--- src/mckt_pkg.sv ---
// ============================================================================
// mckt_pkg : shared types and constants for the MRU-cached key table
// Outcome codes, field widths and the recent-list update command.
// ============================================================================
package mckt_pkg;

    localparam int KEY_W  = 64;
    localparam int IDX_W  = 8;
    localparam int CODE_W = 2;
    localparam int SLOT_W = 4;   // enough for up to 16 recent slots

    // Outcome codes
    localparam logic [CODE_W-1:0] OUT_RECENT_HIT = 2'd0;
    localparam logic [CODE_W-1:0] OUT_TABLE_HIT  = 2'd1;
    localparam logic [CODE_W-1:0] OUT_ALLOCATED  = 2'd2;
    localparam logic [CODE_W-1:0] OUT_FULL       = 2'd3;

    // Update command for the recent list
    typedef struct packed {
        logic              slot_hit;   // swap hit slot with slot 0
        logic              table_hit;  // slot 0 <= idx, others <= old slot 0
        logic [SLOT_W-1:0] slot;
        logic [IDX_W-1:0]  idx;
    } t_rec_upd;

endpackage

--- src/mckt_recent.sv ---
// ============================================================================
// mckt_recent : most-recently-used list of table indices
// Holds index and valid per slot; one read slot, swap and spread updates.
// ============================================================================
module mckt_recent #(
    parameter int SLOTS = 5,
    parameter int SW    = $clog2(SLOTS)
) (
    input  logic                      i_clk,
    input  logic                      i_rst_n,
    input  logic [SW-1:0]             i_rd_slot,
    output logic [mckt_pkg::IDX_W-1:0] o_rd_idx,
    output logic                      o_rd_val,
    input  mckt_pkg::t_rec_upd        i_upd
);

    logic [mckt_pkg::IDX_W-1:0] r_idx [SLOTS];
    logic                       r_val [SLOTS];
    logic [SW-1:0]              hit_slot;

    assign hit_slot = i_upd.slot[SW-1:0];

    // Slot read
    assign o_rd_idx = r_idx[i_rd_slot];
    assign o_rd_val = r_val[i_rd_slot];

    // List update: swap on a list hit, spread old slot 0 on a table hit
    always_ff @(posedge i_clk) begin
        if (!i_rst_n) begin
            for (int s = 0; s < SLOTS; s++) begin
                r_idx[s] <= '0;
                r_val[s] <= 1'b0;
            end
        end else if (i_upd.slot_hit) begin
            // a hit in slot 0 swaps with itself
            if (hit_slot != '0) begin
                r_idx[hit_slot] <= r_idx[0];
                r_val[hit_slot] <= r_val[0];
            end
            r_idx[0]        <= i_upd.idx;
            r_val[0]        <= 1'b1;
        end else if (i_upd.table_hit) begin
            for (int s = 1; s < SLOTS; s++) begin
                r_idx[s] <= r_idx[0];
                r_val[s] <= r_val[0];
            end
            r_idx[0] <= i_upd.idx;
            r_val[0] <= 1'b1;
        end
    end

endmodule

--- config.mk ---
export PLATFORM = sky130hd
export DESIGN_NAME = mckt_recent
export DESIGN_NICKNAME = d
export VERILOG_FILES = /design/src/mckt_pkg.sv /design/src/mckt_recent.sv
export SDC_FILE = /design/constraint.sdc
export NUM_CORES = 1
export LEC_CHECK = 0
export ABC_CLOCK_PERIOD_IN_PS = 5400
export BUFFER_PORTS_ARGS = -buffer_cell sky130_fd_sc_hd__buf_2
export CORE_MARGIN = 2
export CORE_UTILIZATION = 30
export DETAILED_ROUTE_END_ITERATION = 8
export PLACE_DENSITY = 0.53
export SYNTH_ARGS = -nofsm -noshare
export SYNTH_HDL_FRONTEND = slang
export SYNTH_SLANG_ARGS = --single-unit
--- constraint.sdc ---
create_clock -name i_clk -period 5.4 [get_ports i_clk]
set_clock_uncertainty 0.15 [all_clocks]
set_input_delay 1.08 -clock i_clk [delete_from_list [all_inputs] [get_ports i_clk]]
set_output_delay 1.08 -clock i_clk [all_outputs]
set_load 0.1 [all_outputs]
**Word-level counts from Yosys, hierarchy flattened**

Memory sizes are Yosys's and may differ from the RTL's.
Cells that the tools add are included.

- Bits in registers: 0
- RAM bits: 45
- Bits of input ports: 19
- Output and inout port bits: 9
- Word-level logic and storage cells: 47
- Memories kept: 2

- Multiplexer cells: 30
- Bitwise operators: 12
- Reductions and logical operators: 3

Memory list:

| name | words | bits a word | rd ports | clocked after Yosys merged registers in | write ports | RTL line | text |
|---|---|---|---|---|---|---|---|
| r_idx | 5 | 8 | 2 | 0 | 5 | mckt_recent.sv:17 | `logic [mckt_pkg::IDX_W-1:0] r_idx [SLOTS];` |
| r_val | 5 | 1 | 2 | 0 | 5 | mckt_recent.sv:18 | `logic r_val [SLOTS];` |

Operator list:

| kind | number |
|---|---|
| two-way mux 8 bit | 7 |
| two-way mux 1 bit | 21 |
| bitwise OR 1 bit | 12 |
| OR reduction 8 bit | 1 |
| two-way mux 3 bit | 2 |
| nonzero test 3 bit | 1 |
| OR reduction 1 bit | 1 |

**Depth between registers and ports, before layout**

- Word-level depth: 7
- Gate-level depth with buffers: 4

**Worst setup path before layout**

Ideal clock, no wire load.

- Kind: input to output
- From: in i_rd_slot[0]
- To: out o_rd_idx[0] (netlist bit)
- Arrival time: 2,352 ps
- Path slack: 1,818 ps
- Cell stages on the path: 4
- Path through: buf_6 buf_12 mux4_1 mux2_2

- Longest elaborated chain between the ends: 1

RTL lines:

| item | RTL line | text |
|---|---|---|
| start: declaration | mckt_recent.sv:11 | `input logic [SW-1:0] i_rd_slot,` |
| memory read (5 x 8 bit) | -- |  |
| end: declaration | mckt_recent.sv:12 | `output logic [mckt_pkg::IDX_W-1:0] o_rd_idx,` |

No other way between the ends.

**Worst setup path after layout**

- From: in i_rd_slot[0]
- To: out o_rd_idx[5] (netlist bit)

The elaborated chain is that of the path after synthesis.

==> out/qor.txt <==
Ports: 28
Port bufs: 26
Clk root buf: clkbuf_8
Post-CTS Setup Bufs: 0
Critical path depth in cells: 4
First-pass GRT wire length: 9980 um
Routed wire length: 6350 um
Min-delay worst type: flop to flop
Synth area leaders: edfxtp_1 66%, mux4_1 14%, and2_1 8.4%
Worst EP required: 4.17 ns
Unrepaired setup endpoints after global routing: no
CP bufs+invs: 2
CP Capture Type: output port
Crit-path leading delay family: multiplexers
TritonCTS buffer count: 9
Cell taking the most area after synthesis: edfxtp_1
Post-route ant nets: 0
Cell Rows: 38
Cells on worst reg2reg path: 1
Max incr delay on CP: 0.65 ns
Clock buffer depth: 2
Die ar.: 0.0118 mm^2
Reg2Reg Launch Point: r_idx[0][3]
Avg Cell Area, Syn: 18.2 um^2
Design Area, Final: 0.00381 mm^2
Post-Syn Nets: 199
Worst skew pair latency: 0.33 ns
Critical Path AT: 2.77 ns
Nets: 233
Top-count cell post-synth: edfxtp_1
Critical path class: input pin to output port
Total Routing Usage GR: 12.1%
CTS tree: done
Initial DRT Pass Iterations: 4
Synth top area share: 66.1%
Hold-fix buffers, CTS: 0
CORE AREA: 0.0107 mm^2
Placed Cells incl. Taps: 343
Placed Area: 0.00358 mm^2
Initial DRC Count: 66
Main synth FF type: edfxtp_1
Fin. max-slew vios: 0
Resized cells post-CTS: 0
Post-synthesis sequential area ratio: 66.1%
Core Util, Final: 35.4%
Hold Path Cell Cnt: 1
Vias per std cell: 4.66
Crit-path most repeated cell: buf_2
PD cells: 348 mW/mm^2
Initial core utilization: 30.5%
Largest net degree at the start of global routing: 46
P_leak: 1.47 nW
FMAX: 0.250 GHz
GP Congestion: 0.657
Outcome: finished clean
Slew @ Worst Pin: 0.954 ns
Syn Std Cell Area: 0.00327 mm^2
H-tree depth: 3
Gate Count Post-Synth: 180
# diodes: 0
DRC violations left: 0
FF+latch count, synth: 72
Detailed placer's ending HPWL: 3800 um
Worst Path Max Fanout: 18
Layout cells sized above 1: 29.8%
CP max-delay cell: mux4_1
Cells along the critical path: buf_2, mux4_1, mux2_2, buf_2
Slew Limit Headroom: 36.2%
Worst reg2reg endpoint: r_idx[5][3]
Die W: 108 um
CP Launch Type: input pin
Async SR Flop Fraction: 0%
Antenna violations before repair: 0
Max-cap violation count: 0
Number of synthesized flops with an enable pin: 72
DR vias: 1,668
Clk pin slew, worst setup/hold paths: 0.07 ns
Final Cycle Share: 74.1%
Unique masters post-synth: 19
Top cell types by occurrence after synthesis: 72 x edfxtp_1, 44 x and2_1, 18 x mux4_1
Crit path from: i_rd_slot[0]
Die Ht: 108 um
Synthesis warning total: 0
Fin cells: 358
Clk sinks: 72
Overflow after GRT: 0
Wire length per cell: 17.7 um
Final hold vios: 0
Vias in the first global route: 1,700
Final worst slack: 1.40 ns
Pre-CTS WS: 1.36 ns
# setup viols final: 0
Final setup TNS: 0 ns
Max VDD drop: 0.167 mV
End point of the critical path: o_rd_idx[5]
R2R Setup Slk: 4.22 ns
Fin crit period: 4.00 ns
Layout overhead on the synthesized area: 16.4%
[per-layer routing]
metal | routed length [um] | up-vias | track usage (%)
li1 | - | 779 | -
met1 | 2960 | 841 | 16.0
met2 | 3050 | 40 | 19.1
met3 | 261 | 8 | 4.10
met4 | 76 | 0 | 3.30
met5 | 0 | - | 0
[cell usage in the layout, fill, tap and decap left out, types with 2 or more instances in the layout]
master      Yosys  routed
and2_1         44      44
buf_2           1      26
buf_4           0       7
bufinv_16       0       3
clkbuf_8        0       9
clkinvlp_4      0       2
edfxtp_1       72      72
inv_1           2       2
mux2_2         17      17
mux4_1         18      18
nand2_1         3       3
nand2b_1        3       3
nor2_1          2       2
nor3_1          2       2
o311ai_1        0       2
[logic make-up after synthesis]
kind of cell / count (synthesis) / share of synthesized area [%]
AOI/OAI and AO/OA: 5 / 1.26
DFF: 72 / 66.1
and+or+nand+nor: 56 / 10.2
buffers and inverters: 12 / 2.14
muxes: 35 / 20.3
[per-stage QoR]
step | total power [mW] | hold slack (ns)
final | 1.32 | 0.497
after global routing | 1.38 | 0.539
after CTS | 1.34 | 0.498
after detailed placement | 0.846 | 0.479
after global placement | 0.841 | 0.465
after floorplan | 0.802 | 0.427
[state kept, by name (all words and copies together) (netlist names)]
name   flops
r_idx     64
r_val      8
[area by class of cell]
cell class / instances / area [um^2]
Clock buffer: 9 / 124
Clock inverter: 6 / 109
Fill cell: 1067 / 6940
Inverter: 2 / 7.51
Multi-Input combinational cell: 96 / 1050
Sequential cell: 72 / 2160
Tap cell: 140 / 175
Timing Repair Buffer: 33 / 183
[worst min-delay path by stage]
stage	slack [ns]	to	from
global placement	0.47	r_val[1]	r_val[0]
detailed placement	0.48	r_idx[3][7]	r_idx[0][7]
finish	0.50	r_idx[2][4]	r_idx[0][4]
CTS	0.50	r_idx[4][6]	r_idx[0][6]
floorplan	0.43	r_val[1]	r_val[0]
global route	0.54	r_idx[2][1]	r_idx[0][1]
[report_power, final]
| part | internal, mW | leakage (nW) | total [mW] | switching [mW] |
|---|---|---|---|---|
| logic | 0.0547 | 0.604 | 0.167 | 0.112 |
| registers | 0.652 | 0.757 | 0.663 | 0.0115 |
| clock network | 0.303 | 0.109 | 0.494 | 0.192 |
No activity file was read; power rests on OpenSTA's default activity.
